`src/rtl/utf8_ucs2_transcoder_macros.svh`:
```
// ----------------------------------------------------------------------------
// utf8_ucs2_transcoder_macros
// Assertion helpers for the transcoder RTL.
// ----------------------------------------------------------------------------
// Each macro expects signals named clock and reset in the calling scope.
`ifndef UTF8_UCS2_TRANSCODER_MACROS_SVH
`define UTF8_UCS2_TRANSCODER_MACROS_SVH

// Same-cycle implication, idle during reset.
`define UCS_ASSERT_IMPL(label, ante, cons, msg) \
   label: assert property (@(posedge clock) disable iff (reset) (ante) |-> (cons)) \
      else $error(msg);

// Next-cycle implication, idle during reset.
`define UCS_ASSERT_NEXT(label, ante, cons, msg) \
   label: assert property (@(posedge clock) disable iff (reset) (ante) |=> (cons)) \
      else $error(msg);

`endif

```
`src/rtl/ucs_pkg.sv`:
```
// ----------------------------------------------------------------------------
// ucs_pkg
// Constants and types shared by the UTF-8 / 16-bit code unit transcoder.
// ----------------------------------------------------------------------------
`default_nettype none

package ucs_pkg;

   localparam logic [15:0] ONE_BYTE_MAX = 16'h007f;
   localparam logic [15:0] TWO_BYTE_MAX = 16'h07ff;

   localparam logic [7:0] LEAD2_MARK = 8'hc0;
   localparam logic [7:0] LEAD3_MARK = 8'he0;
   localparam logic [7:0] CONT_MARK  = 8'h80;
   localparam logic [7:0] LEAD2_MASK = 8'he0;
   localparam logic [7:0] LEAD3_MASK = 8'hf0;

   localparam logic DIR_ENCODE = 1'b0;
   localparam logic DIR_DECODE = 1'b1;

   // Number of continuation bytes still awaited while decoding.
   typedef logic [1:0] pending_type;

   // Position of the next byte to send for an encoded unit.
   typedef logic [1:0] slot_type;

endpackage

`default_nettype wire

```
`src/rtl/utf8_ucs2_transcoder.sv`:
```
// ----------------------------------------------------------------------------
// utf8_ucs2_transcoder
// Streams 16-bit code units to UTF-8 bytes, or UTF-8 bytes to code units.
// ----------------------------------------------------------------------------
// Usage:
//   csr_wr_en / csr_wr_data set the direction (0 encode, 1 decode) and clear
//   any partial decode sequence. Write it only while the block is idle.
//   req_valid / req_ready / req_code_in carry one code unit (encode) or one
//   byte in the low 8 bits (decode) per transaction.
//   rsp_valid / rsp_ready / rsp_value_out / rsp_last_of_run carry results;
//   rsp_last_of_run marks the final result caused by one input transaction.
// Order: an accepted item is held in the input register, and its results
//   then pass into the result register, from which they are offered.
// Flow: an encoded unit leaves as one, two or three UTF-8 bytes, each a
//   separate result through the single result register.
//   The next item is taken in the cycle the current one sends its last byte.
// Stall: while rsp_ready is low the result is held; the input register
//   holds an item that has a result to give, and req_ready then stays low.
// Reset: synchronous, active high; clears both registers' valid flags, the
//   direction (encode) and the pending decode sequence.
// ----------------------------------------------------------------------------
`default_nettype none

module utf8_ucs2_transcoder (
   input  wire logic        clock,
   input  wire logic        reset,
   input  wire logic        csr_wr_en,
   input  wire logic        csr_wr_data,
   input  wire logic        req_valid,
   output      logic        req_ready,
   input  wire logic [15:0] req_code_in,
   output      logic        rsp_valid,
   input  wire logic        rsp_ready,
   output      logic [15:0] rsp_value_out,
   output      logic        rsp_last_of_run
);

   logic                   direction_ff;
   ucs_pkg::pending_type   pending_ff, pending_in;
   logic [9:0]             partial_ff, partial_in;

   logic                   stage_valid_ff, stage_valid_in;
   logic [15:0]            stage_code_ff;
   ucs_pkg::slot_type      slot_ff, slot_in;

   logic                   rsp_valid_ff, rsp_valid_in;
   logic [15:0]            rsp_value_ff;
   logic                   rsp_last_ff;

   logic                   out_free;
   logic                   emits;
   logic                   stage_adv;
   logic                   stage_done;
   logic                   req_take;
   ucs_pkg::slot_type      enc_count;
   ucs_pkg::slot_type      enc_last_slot;
   logic [15:0]            enc_value;
   logic                   dec_emit;
   logic [15:0]            dec_value;
   logic [7:0]             dec_byte;
   logic [15:0]            dec_acc;
   logic [15:0]            out_value;
   logic                   out_last;

   // ---------------- encode path ----------------
   always_comb begin
      priority if (stage_code_ff <= ucs_pkg::ONE_BYTE_MAX) begin
         enc_count = 2'd1;
      end else if (stage_code_ff <= ucs_pkg::TWO_BYTE_MAX) begin
         enc_count = 2'd2;
      end else begin
         enc_count = 2'd3;
      end
   end

   assign enc_last_slot = enc_count - 2'd1;

   always_comb begin
      enc_value = 16'h0000;
      unique case (enc_count)
         2'd1: enc_value = stage_code_ff;
         2'd2: begin
            if (slot_ff == 2'd0) begin
               enc_value = {8'h00, ucs_pkg::LEAD2_MARK | {3'b000, stage_code_ff[10:6]}};
            end else begin
               enc_value = {8'h00, ucs_pkg::CONT_MARK | {2'b00, stage_code_ff[5:0]}};
            end
         end
         default: begin
            unique case (slot_ff)
               2'd0: enc_value = {8'h00,
                                  ucs_pkg::LEAD3_MARK | {4'h0, stage_code_ff[15:12]}};
               2'd1: enc_value = {8'h00,
                                  ucs_pkg::CONT_MARK | {2'b00, stage_code_ff[11:6]}};
               default: enc_value = {8'h00,
                                     ucs_pkg::CONT_MARK | {2'b00, stage_code_ff[5:0]}};
            endcase
         end
      endcase
   end

   // ---------------- decode path ----------------
   assign dec_byte = stage_code_ff[7:0];
   assign dec_acc  = {partial_ff, dec_byte[5:0]};

   always_comb begin
      dec_emit   = 1'b0;
      dec_value  = 16'h0000;
      pending_in = pending_ff;
      partial_in = partial_ff;
      if (pending_ff != 2'd0) begin
         // Take any byte as a continuation.
         if (pending_ff == 2'd1) begin
            dec_emit   = 1'b1;
            dec_value  = dec_acc;
            pending_in = 2'd0;
            partial_in = 10'h000;
         end else begin
            partial_in = dec_acc[9:0];
            pending_in = pending_ff - 2'd1;
         end
      end else if (dec_byte < ucs_pkg::CONT_MARK) begin
         dec_emit  = 1'b1;
         dec_value = {8'h00, dec_byte};
      end else if ((dec_byte & ucs_pkg::LEAD2_MASK) == ucs_pkg::LEAD2_MARK) begin
         partial_in = {5'b00000, dec_byte[4:0]};
         pending_in = 2'd1;
      end else if ((dec_byte & ucs_pkg::LEAD3_MASK) == ucs_pkg::LEAD3_MARK) begin
         partial_in = {6'b000000, dec_byte[3:0]};
         pending_in = 2'd2;
      end
      // Drop stray continuations and long leads.
   end

   // ---------------- flow control ----------------
   assign out_free   = !rsp_valid_ff || rsp_ready;
   assign emits      = (direction_ff == ucs_pkg::DIR_DECODE) ? dec_emit : 1'b1;
   assign stage_adv  = stage_valid_ff && (out_free || !emits);
   assign stage_done = stage_adv &&
                       ((direction_ff == ucs_pkg::DIR_DECODE) || (slot_ff == enc_last_slot));
   assign req_ready  = !stage_valid_ff || stage_done;
   assign req_take   = req_valid && req_ready;

   assign out_value = (direction_ff == ucs_pkg::DIR_DECODE) ? dec_value : enc_value;
   assign out_last  = (direction_ff == ucs_pkg::DIR_DECODE) || (slot_ff == enc_last_slot);

   always_comb begin
      stage_valid_in = stage_valid_ff;
      slot_in        = slot_ff;
      if (stage_done) begin
         stage_valid_in = 1'b0;
         slot_in        = 2'd0;
      end else if (stage_adv) begin
         slot_in = slot_ff + 2'd1;
      end
      if (req_take) begin
         stage_valid_in = 1'b1;
         slot_in        = 2'd0;
      end
   end

   always_comb begin
      rsp_valid_in = rsp_valid_ff;
      if (out_free) begin
         rsp_valid_in = stage_adv && emits;
      end
   end

   always_ff @(posedge clock) begin
      if (reset) begin
         direction_ff   <= ucs_pkg::DIR_ENCODE;
         pending_ff     <= 2'd0;
         partial_ff     <= 10'h000;
         stage_valid_ff <= 1'b0;
         slot_ff        <= 2'd0;
         rsp_valid_ff   <= 1'b0;
      end else begin
         stage_valid_ff <= stage_valid_in;
         slot_ff        <= slot_in;
         rsp_valid_ff   <= rsp_valid_in;
         if (csr_wr_en) begin
            direction_ff <= csr_wr_data;
            pending_ff   <= 2'd0;
            partial_ff   <= 10'h000;
         end else if (stage_adv && (direction_ff == ucs_pkg::DIR_DECODE)) begin
            pending_ff <= pending_in;
            partial_ff <= partial_in;
         end
      end
   end

   always_ff @(posedge clock) begin
      if (req_take) begin
         stage_code_ff <= req_code_in;
      end
      if (out_free && stage_adv && emits) begin
         rsp_value_ff <= out_value;
         rsp_last_ff  <= out_last;
      end
   end

   assign rsp_valid       = rsp_valid_ff;
   assign rsp_value_out   = rsp_value_ff;
   assign rsp_last_of_run = rsp_last_ff;

   // ---------------- assertions ----------------
`include "utf8_ucs2_transcoder_macros.svh"

   `UCS_ASSERT_IMPL(a_slot_in_range,
      stage_valid_ff && (direction_ff == ucs_pkg::DIR_ENCODE), slot_ff < enc_count,
      "encode slot beyond byte count")
   `UCS_ASSERT_IMPL(a_pending_max, 1'b1, pending_ff != 2'd3,
      "pending continuation count out of range")
   `UCS_ASSERT_IMPL(a_take_frees_stage, req_take && stage_valid_ff, stage_done,
      "input taken while stage still busy")
   `UCS_ASSERT_IMPL(a_decode_last, rsp_valid_ff && (direction_ff == ucs_pkg::DIR_DECODE),
      rsp_last_ff, "decoded unit not marked last")
   `UCS_ASSERT_NEXT(a_stall_holds_stage, stage_valid_ff && emits && !out_free,
      stage_valid_ff && $stable(slot_ff), "stage moved while result stalled")

endmodule

`default_nettype wire
```
`config.mk`:
```
export PLATFORM = sky130hd
export DESIGN_NAME = utf8_ucs2_transcoder
export DESIGN_NICKNAME = d
export VERILOG_FILES = /design/src/rtl/ucs_pkg.sv /design/src/rtl/utf8_ucs2_transcoder.sv
export VERILOG_INCLUDE_DIRS = /design/src /design/src/rtl
export SDC_FILE = /design/constraint.sdc
export NUM_CORES = 1
export LEC_CHECK = 0
export ABC_CLOCK_PERIOD_IN_PS = 2600
export BUFFER_PORTS_ARGS = -buffer_cell sky130_fd_sc_hd__buf_2
export CORE_MARGIN = 2
export CORE_UTILIZATION = 34
export CTS_BUF_LIST = sky130_fd_sc_hd__clkbuf_8
export CTS_CLUSTER_DIAMETER = 40
export DETAILED_ROUTE_END_ITERATION = 12
export HOLD_SLACK_MARGIN = 0.15
export SLEW_MARGIN = 20
export SYNTH_ARGS = -nofsm -noshare
export SYNTH_HDL_FRONTEND = slang
export SYNTH_SLANG_ARGS = --single-unit
```
`constraint.sdc`:
```
create_clock -name clock -period 2.6 [get_ports clock]
set_input_delay 0.52 -clock clock [delete_from_list [all_inputs] [get_ports clock]]
set_output_delay 0.52 -clock clock [all_outputs]
set_load 0.01 [all_outputs]
```
==> results of run 1 <==
==> cells by family (layout without fill, tap and decap cells) <==
group / Yosys count / count (layout) / share of synthesized area
AND/OR/NAND/NOR: 83 / 83 / 0.188
AO/OA/AOI/OAI: 56 / 56 / 0.172
multiplexers: 4 / 4 / 0.0185
flip-flops: 50 / 50 / 0.580
adder cells (fa/ha/maj): 2 / 2 / 0.0109
buffers and inverters: 16 / 61 / 0.0306
==> sequential cells by signal, summed over array words and instances (netlist names) <==
| name | flops |
|---|---|
| rsp_value_out | 16 |
| stage_code_ff | 16 |
| partial_ff | 10 |
| pending_ff | 2 |
| slot_ff | 2 |
| direction_ff | 1 |
| rsp_last_of_run | 1 |
| rsp_valid | 1 |
| stage_valid_ff | 1 |
==> area by class of cell <==
type	instances	share of cell area
repair buffers	47	0.0930
inverters	6	0.00828
well taps	77	0.0354
clock inverters	3	0.0175
multi-input cells	145	0.331
clock buffers	5	0.0253
flip-flops and latches	50	0.490
==> synthesized netlist by cell type (all sizes together), types with 2 or more instances <==
cell	n
nand2	24
a221oi	5
nand3	3
a222oi	2
a21oi	16
ha	2
clkbuf	7
inv	6
mux2i	2
dfxtp	17
buf	3
or2	2
a22oi	5
or3b	4
nand2b	2
and3	9
o21ai	13
a32oi	2
a21o	3
nor2	22
edfxtp	33
mux2	2
nor3	5
or3	4
nand3b	2
==> routing by layer <==
metal	part of all wire	global-route usage
met1	0.48	0.180
met2	0.44	0.192
met3	0.054	0.0269
met4	0.018	0.0606
met5	0	0
==> metrics by stage <==
step,setup TNS [ns],util,cell area [um^2],power [uW],std cells
floorplan,0,-,2290,1050,211
detailed placement,0,0.404,2590,1120,325
CTS,0,0.422,2710,1670,333
global route,-0.0240,0.423,2720,1730,333
global placement,0,0.404,2590,1120,325
finish,0,0.423,2720,1660,333
==> worst max-delay path: stages, from the launching register on <==
cell      delay [ns]
edfxtp_1        0.41
or4_4           0.57
nor3_4          0.16
a21oi_2         0.09
o21ai_4         0.21
a21bo_1         0.14
buf_2           0.12
==> power groups by stage <==
stage / logic (uW) / registers [uW] / clock network [uW]
after floorplan: 104 / 941 / 0
after global placement: 179 / 937 / 0
after detailed placement: 179 / 938 / 0
after CTS: 180 / 920 / 575
after global routing: 199 / 925 / 603
final: 180 / 920 / 564
==> repair_timing <==
item | CTS | global route
resized for setup | 0 | 2
setup endpoints to repair | 0 | 1
hold endpoints to repair | 0 | 0
==> worst paths after layout <==
check	from	to	cells past startpoint
worst max-delay path	stage_code_ff[10]	req_ready	6
worst min-delay path	req_code_in[2]	stage_code_ff[2]	1
worst max register to register	slot_ff[0]	rsp_value_out[4]	5
worst min register to register	partial_ff[4]	partial_ff[4]	2
==> metrics.md, run 1 <==
| Metric | Value |
|---|---|
| CTS Buffer Depth | `2` |
| Number of DRC markers in iteration 0 | `145` |
| # Post-CTS Setup Buffers | `0` |
| IO Pins | `41` |
| Min Tclk post-route | `2.54 ns` |
| PD cells | `a little over 600 nW/um^2` |
| Leakage power | `0.00103 uW` |
| Worst Skew | `0.0108 ns` |
| WP data required | `2.08 ns` |
| Die ar. | `7420 um^2` |
| Seq/Total Area, Yosys | `0.580` |
| Final GP Congestion | `0.943` |
| Seq. cell area | `1330 um^2` |
| Pre-CTS WS | `roughly 0.35 ns` |
| # fillers | `614` |
| Setup ws final | `approximately 0.061 ns` |
| Die H | `86.1 um` |
| Post-Syn Instances | `211` |
| Sw Share | `0.243` |
| Top cell type's share of synthesized area | `0.432` |
| Insertion delay to the later sink of the worst-skew pair | `between 0.3 and 0.4 ns` |
| Clock power share | `0.339` |
| Routed Wire Length | `4.68 mm` |
| WHS | `0.380 ns` |
| RSZ-0062 raised after global routing | `true` |
| Total track usage | `0.129` |
| CTS Root Cell | `clkbuf_8` |
| CTS tree | `done` |
| Post-synth EDFFs | `33` |
| FMAX | `394 MHz` |
| Netlist Area Pre-Place | `2290 um^2` |
| Main synth FF type | `edfxtp_1` |
| Drt first pass iters | `4` |
| Cts hold-fix bufs | `0` |
| # nets final | `279` |
| Synth cell types | `48` |
| Pin count of the biggest net entering global routing | `28` |
| CP Launch Type | `flop` |
| Multi-input gate area | `900 um^2` |
| # diodes | `0` |
| Tcrit/Tclk final | `0.976` |
| Number of max-cap violations | `0` |
| CTS Sinks | `50` |
| Cell Rows | `29` |
| Crit end category | `output pin` |
| Asr flop ratio synth | `0` |
| Most frequent cells in the layout | `buf_2 (40), edfxtp_1 (33), nand2_1 (24)` |
| DRC viols | `0` |
| DR vias | `1,750` |
| Vias in the first global route | `~1,600` |
| Crit Path Category | `flop to output pin` |
| Final Hold Vio Count | `0` |
| Flop pwr share | `0.553` |
| Post-Syn Nets | `235` |
| Net Sw Power | `about 400 uW` |
| Most common cell after layout, fill and taps aside | `buf_2` |
| VDD IR max | `~0.24 mV` |
| Syn. warnings | `0` |
| Post-route ant nets | `0` |
| Worst-Margin Slew | `0.686 ns` |
| Worst Hold Class | `primary input to flop` |
| P_int | `1260 uW` |
| Core area | `between 6000 and 7000 um^2` |
| TritonCTS Buffers | `5` |
| Post-DR wirelength/cell | `approximately 14 um` |
| Area leader, netlist | `edfxtp_1` |
| Combinational power share | `0.108` |
| Worst R2R Setup Slack | `approximately 0.44 ns` |
| Clk pin slew, worst setup/hold paths | `0.09 ns` |
| Slew margin rel. | `0.541` |
| DP HPWL | `3.33 mm` |
| Remaining global-route overflow | `0` |
| P&R area growth vs syn | `18.5%` |
| # setup viols final | `0` |
| First-pass GRT wire length | `7.46 mm` |
| Max H-tree Level | `2` |
| Synth top area cells | `edfxtp_1 (43%), dfxtp_1 (15%), nand2_1 (3.9%)` |
| Initial antenna violation count | `0` |
| Status | `finished, final reports clean` |
| Layout cells sized above 1 | `0.285` |
| Synth Area per Inst | `10.9 um^2` |
| Worst-path maximum fanout | `6` |
| Yosys reg bits | `50` |
| Via-to-Cell Ratio | `5.26` |
| Final Max Tran Viols | `0` |
| Starting Density | `0.357` |
| DIE WIDTH | `around 86 um` |
| Critical Path AT | `about 2.0 ns` |
| I/O Buffers | `40` |
No activity file was read; power rests on OpenSTA's default activity.
==> run 2, diff against run 1 <==
SETUP_SLACK_MARGIN = 0.2   (was unset)
==> metrics.md, run 2 (synthesis gave the netlist of run 1 again) <==
| Metric | Value |
|---|---|
| Initial antenna violation count | `0 (unchanged)` |
| RSZ-0062 raised after global routing | `true` |
| CTS Sinks | `50 (unchanged)` |
| I/O Buffers | `40 (unchanged)` |
| Cell Rows | `29 (unchanged)` |
| Seq. cell area | `1330 um^2 (unchanged)` |
| Insertion delay to the later sink of the worst-skew pair | `0.31 ns (about the same)` |
| Vias in the first global route | `1,597 (+1.3%)` |
| Hold_sp | `req_code_in[2]` |
| Most common cell after layout, fill and taps aside | `buf_2` |
| Status | `finished, final reports clean` |
| Routed Wire Length | `4.73 mm (+1.1%)` |
| Worst-path maximum fanout | `3 (-3)` |
| WP data required | `2.08 ns (about the same)` |
| Tcrit/Tclk final | `0.959 (-0.0171)` |
| Crit path cell chain | `or4_4, nor3_4, a21oi_2, o21ai_4, a21bo_1, buf_2` |
| Max H-tree Level | `2 (unchanged)` |
| Min Tclk post-route | `2.49 ns (-0.0446 ns)` |
| DRC viols | `0 (unchanged)` |
| Final Max Tran Viols | `0 (unchanged)` |
| Cts hold-fix bufs | `0 (unchanged)` |
| Via-to-Cell Ratio | `5.21 (-0.77%)` |
| Slew margin rel. | `0.544 (+0.00331)` |
| Final Non-Filler Cells | `335 (+0.60%)` |
| Total track usage | `0.130 (+0.00101)` |
| Crit end category | `output pin` |
| Pin count of the biggest net entering global routing | `28 (unchanged)` |
| Multi-input gate area | `900 um^2 (unchanged)` |
| Die H | `86.1 um (unchanged)` |
| Worst Skew | `0.0106 ns (-0.000227 ns)` |
| FMAX | `401 MHz (+1.8%)` |
| Critical path's slowest cell | `or4_4` |
| DIE WIDTH | `86.1 um (unchanged)` |
| Largest stage delay on the critical path | `0.59 ns (+0.02 ns)` |
| Leakage power | `0.00104 uW (+1.0%)` |
| Sum of negative setup slack | `0 ns (unchanged)` |
| Post-DR wirelength/cell | `14.1 um (+0.46%)` |
| TritonCTS Buffers | `5 (unchanged)` |
| Layout cells sized above 1 | `0.291 (+0.00554)` |
| P&R area growth vs syn | `19.2%` |
| Die ar. | `7420 um^2 (unchanged)` |
| Worst Hold Class | `primary input to flop` |
| Setup crit start | `stage_code_ff[10]` |
| Number of max-cap violations | `0 (unchanged)` |
| # setup viols final | `0 (unchanged)` |
| IO Pins | `41 (unchanged)` |
| CTS tree | `done` |
| Remaining global-route overflow | `0 (unchanged)` |
| # fillers | `612 (-0.33%)` |
| DR vias | `1,747 (-0.17%)` |
| Crit Path Category | `flop to output pin` |
| Clk pin slew, worst setup/hold paths | `0.09 ns (about the same)` |
| # diodes | `0 (unchanged)` |
| Final GP Congestion | `0.943 (unchanged)` |
| Core area | `6420 um^2 (unchanged)` |
| Drt first pass iters | `4 (unchanged)` |
| First-pass GRT wire length | `7.53 mm (+0.93%)` |
| Inst Count DP | `325 (unchanged)` |
| CP Launch Type | `flop` |
| CTS Buffer Depth | `2 (unchanged)` |
| Worst-Margin Slew | `0.681 ns (-0.00495 ns)` |
| # nets final | `281 (+0.72%)` |
| Most frequent cells in the layout | `buf_2 (40), edfxtp_1 (33), nand2_1 (24)` |
| PD cells | `609 nW/um^2 (-0.48%)` |
| CTS Root Cell | `clkbuf_8` |
| R2R Path Start | `stage_code_ff[10]` |
| Number of DRC markers in iteration 0 | `141 (-2.8%)` |
| Final Hold Vio Count | `0 (unchanged)` |
| Starting Density | `0.357 (unchanged)` |
| Post-route ant nets | `0 (unchanged)` |
| Critical Path AT | `1.97 ns (-0.05 ns)` |
| DP HPWL | `3.33 mm (unchanged)` |
| WHS | `0.382 ns (+0.00124 ns)` |
| VDD IR max | `0.240 mV (+0.62%)` |
## run 2: changes by cell type in the layout (fill, tap and decap cells not counted), sizes merged
| cell | change |
|---|---|
| buf | +2 |
## run 2: timing repair
action | CTS | global route
endpoints found under the setup margin | 1 | 1
gates resized for setup | 2 | 0
pin swaps | 2 | 0
buffers inserted | 2 | 0
## run 2: path summary, 6_finish.rpt
| kind | end | slack (ns) | cells after the start |
|---|---|---|---|
| min | stage_code_ff[2] | 0.38 | 1 |
| max reg2reg | stage_code_ff[8] | 0.39 | 7 |
| max | req_ready | 0.11 | 6 |
| min reg2reg | partial_ff[4] | 0.45 | 2 |
## run 2: metal layers
| layer | GRT usage | up-vias | wire length [um] |
|---|---|---|---|
| met3 | 0.0269 | 7 | 275 |
| met4 | 0.0606 | 0 | 82 |
| li1 | - | 882 | - |
| met5 | 0 | - | 0 |
| met1 | 0.180 | 800 | 2260 |
| met2 | 0.196 | 58 | 2110 |
## run 2: final cells by class
cell class,instances,area share
Inverter,6,0.00824
Clock buffer,5,0.0252
Multi-Input combinational cell,145,0.329
Tap cell,77,0.0352
Timing Repair Buffer,49,0.0979
Sequential cell,50,0.487
Clock inverter,3,0.0174
## run 2: metrics by stage
step	total power (uW)	util	cell area, um^2	setup slack (ns)
final	1670	0.426	2730	0.106
after CTS	1680	0.426	2730	0.0996
after detailed placement	1120	0.404	2590	0.352
after floorplan	1050	-	2290	0.267
after global placement	1120	0.404	2590	0.414
after global routing	1730	0.426	2730	0.0257
## run 2: where the power goes
part | internal, uW | switching, uW
clock network | 292 | 270
registers | 894 | 26.1
logic | 77.1 | 107
## run 2: critical path: cells and delay by family (launching register included)
| family | cells | cell delay, ns |
|---|---|---|
| buffers and inverters | 1 | 0.12 |
| AND/OR/NAND/NOR | 2 | 0.75 |
| flip-flops | 1 | 0.39 |
| AO/OA/AOI/OAI | 3 | 0.41 |
==> run 3, diff against run 2 <==
PLACE_DENSITY_LB_ADDON = 0.1   (was unset)
==> metrics.md, run 3 (synthesis gave the netlist of run 1 again) <==
| Metric | Value |
|---|---|
| Insertion delay to the later sink of the worst-skew pair | `0.31 ns (about the same)` |
| CTS Sinks | `50 (unchanged)` |
| RSZ-0062 raised after global routing | `true` |
| DRC viols | `0 (unchanged)` |
| First-pass GRT wire length | `8.11 mm (+7.8%)` |
| Number of DRC markers in iteration 0 | `121 (-14%)` |
| CP Launch Type | `flop` |
| Setup ws final | `0.107 ns (+0.00137 ns)` |
| Critical Path AT | `1.97 ns (about the same)` |
| IO Pins | `41 (unchanged)` |
| Post-DR wirelength/cell | `14.9 um (+5.2%)` |
| Number of max-cap violations | `0 (unchanged)` |
| Sum of negative setup slack | `0 ns (unchanged)` |
| TritonCTS Buffers | `5 (unchanged)` |
| Drt first pass iters | `4 (unchanged)` |
| WP data required | `2.08 ns (about the same)` |
| WHS | `0.388 ns (+0.00595 ns)` |
| Slew margin rel. | `0.528 (-0.0166)` |
| Final Non-Filler Cells | `340 (+1.5%)` |
| # setup viols final | `0 (unchanged)` |
| Worst Skew | `0.00943 ns (-0.00120 ns)` |
| Status | `finished, final reports clean` |
| Inst Count DP | `326 (+0.31%)` |
| Worst-Margin Slew | `0.706 ns (+0.0249 ns)` |
| Die ar. | `7420 um^2 (unchanged)` |
| CTS Root Cell | `clkbuf_8` |
| # diodes | `0 (unchanged)` |
| CTS Buffer Depth | `2 (unchanged)` |
| Tcrit/Tclk final | `0.959 (about the same)` |
| Cell Rows | `29 (unchanged)` |
| # nets final | `286 (+1.8%)` |
| Crit Path Category | `flop to output pin` |
| DP HPWL | `3.61 mm (+8.5%)` |
| Remaining global-route overflow | `0 (unchanged)` |
| Crit end category | `output pin` |
| Most common cell after layout, fill and taps aside | `buf_2` |
| P&R area growth vs syn | `19.9%` |
| Layout cells sized above 1 | `0.300 (+0.00968)` |
| Pin count of the biggest net entering global routing | `19 (-32%)` |
| Via-to-Cell Ratio | `5.17 (-0.91%)` |
| PD cells | `575 nW/um^2 (-5.6%)` |
| Die H | `86.1 um (unchanged)` |
| Total track usage | `0.142 (+0.0119)` |
| Most frequent cells in the layout | `buf_2 (40), edfxtp_1 (33), nand2_1 (24)` |
| Clk pin slew, worst setup/hold paths | `0.09 ns (about the same)` |
| Starting Density | `0.357 (unchanged)` |
| FMAX | `401 MHz (about the same)` |
| I/O Buffers | `40 (unchanged)` |
| Post-route ant nets | `0 (unchanged)` |
| Worst-path maximum fanout | `3 (unchanged)` |
| Cts hold-fix bufs | `0 (unchanged)` |
| Crit path cell chain | `or4_4, nor3_4, a21oi_2, o21ai_4, a21bo_1, buf_2` |
| Worst Hold Class | `primary input to flop` |
| Vias in the first global route | `1,631 (+2.1%)` |
| Largest stage delay on the critical path | `0.59 ns (about the same)` |
| Placed Area | `2600 um^2 (+0.29%)` |
| CTS tree | `done` |
| Core area | `6420 um^2 (unchanged)` |
| Initial antenna violation count | `0 (unchanged)` |
| DR vias | `1,757 (+0.57%)` |
| Final Max Tran Viols | `0 (unchanged)` |
| Min Tclk post-route | `2.49 ns (-0.00137 ns)` |
| Fin area | `2750 um^2 (+0.55%)` |
| Max H-tree Level | `2 (unchanged)` |
| VDD IR max | `0.284 mV (+18%)` |
| # fillers | `623 (+1.8%)` |
| Final GP Congestion | `0.938 (-0.51%)` |
| Final Hold Vio Count | `0 (unchanged)` |
| Critical path's slowest cell | `or4_4` |
| Routed Wire Length | `5.05 mm (+6.8%)` |
| Pre-CTS WS | `0.276 ns (-0.0760 ns)` |
| DIE WIDTH | `86.1 um (unchanged)` |
| Leakage power | `0.00105 uW (+1.3%)` |
[run 3: power breakdown]
part / switching [uW] / internal (uW) / total [uW]
Combinational: 106 / 82.1 / 188
Clock: 255 / 214 / 469
Sequential: 29.4 / 894 / 923
Total: 390 / 1190 / 1580
[run 3: final cells by class]
cell class	instances	area (um^2)	share of cell area
clock buffers	6	82.6	0.0300
clock inverters	2	12.5	0.00455
inverters	6	22.5	0.00819
multi-input cells	145	895	0.325
flip-flops and latches	50	1330	0.484
well taps	77	96.3	0.0350
repair buffers	54	309	0.112
[run 3: path summary, 6_finish.rpt]
kind,startpoint,end,slack [ns],cells after the start
setup / recovery,stage_code_ff[10],req_ready,0.11,6
hold / removal,req_code_in[6],stage_code_ff[6],0.39,1
setup reg to reg,stage_code_ff[10],stage_code_ff[13],0.34,8
hold reg to reg,partial_ff[4],partial_ff[4],0.46,2
[run 3: routing by layer]
metal	GRT usage	vias up	routed length (um)
met3	0.0318	7	222
li1	-	895	-
met1	0.187	806	2290
met5	0	-	0
met2	0.232	49	2460
met4	0.0476	0	82
[run 3: worst max-delay path, delay by kind of cell, from the launching register on]
kind | cells | cell delay [ns]
flip-flops | 1 | 0.39
AO/OA/AOI/OAI | 3 | 0.37
buffers and inverters | 1 | 0.11
AND/OR/NAND/NOR | 2 | 0.80
[run 3: stage by stage]
stage / power [uW] / utilization
2_1_floorplan: 1050 / -
3_3_place_gp: 1130 / 0.405
3_5_place_dp: 1120 / 0.405
4_1_cts: 1590 / 0.426
5_1_grt: 1650 / 0.428
6_report: 1580 / 0.428
[run 3: what timing repair did]
item | in CTS | in global routing
endpoints found under the setup margin | 1 | 17
resized for setup | 0 | 2
pin swaps | 4 | 1
setup buffers | 5 | 1
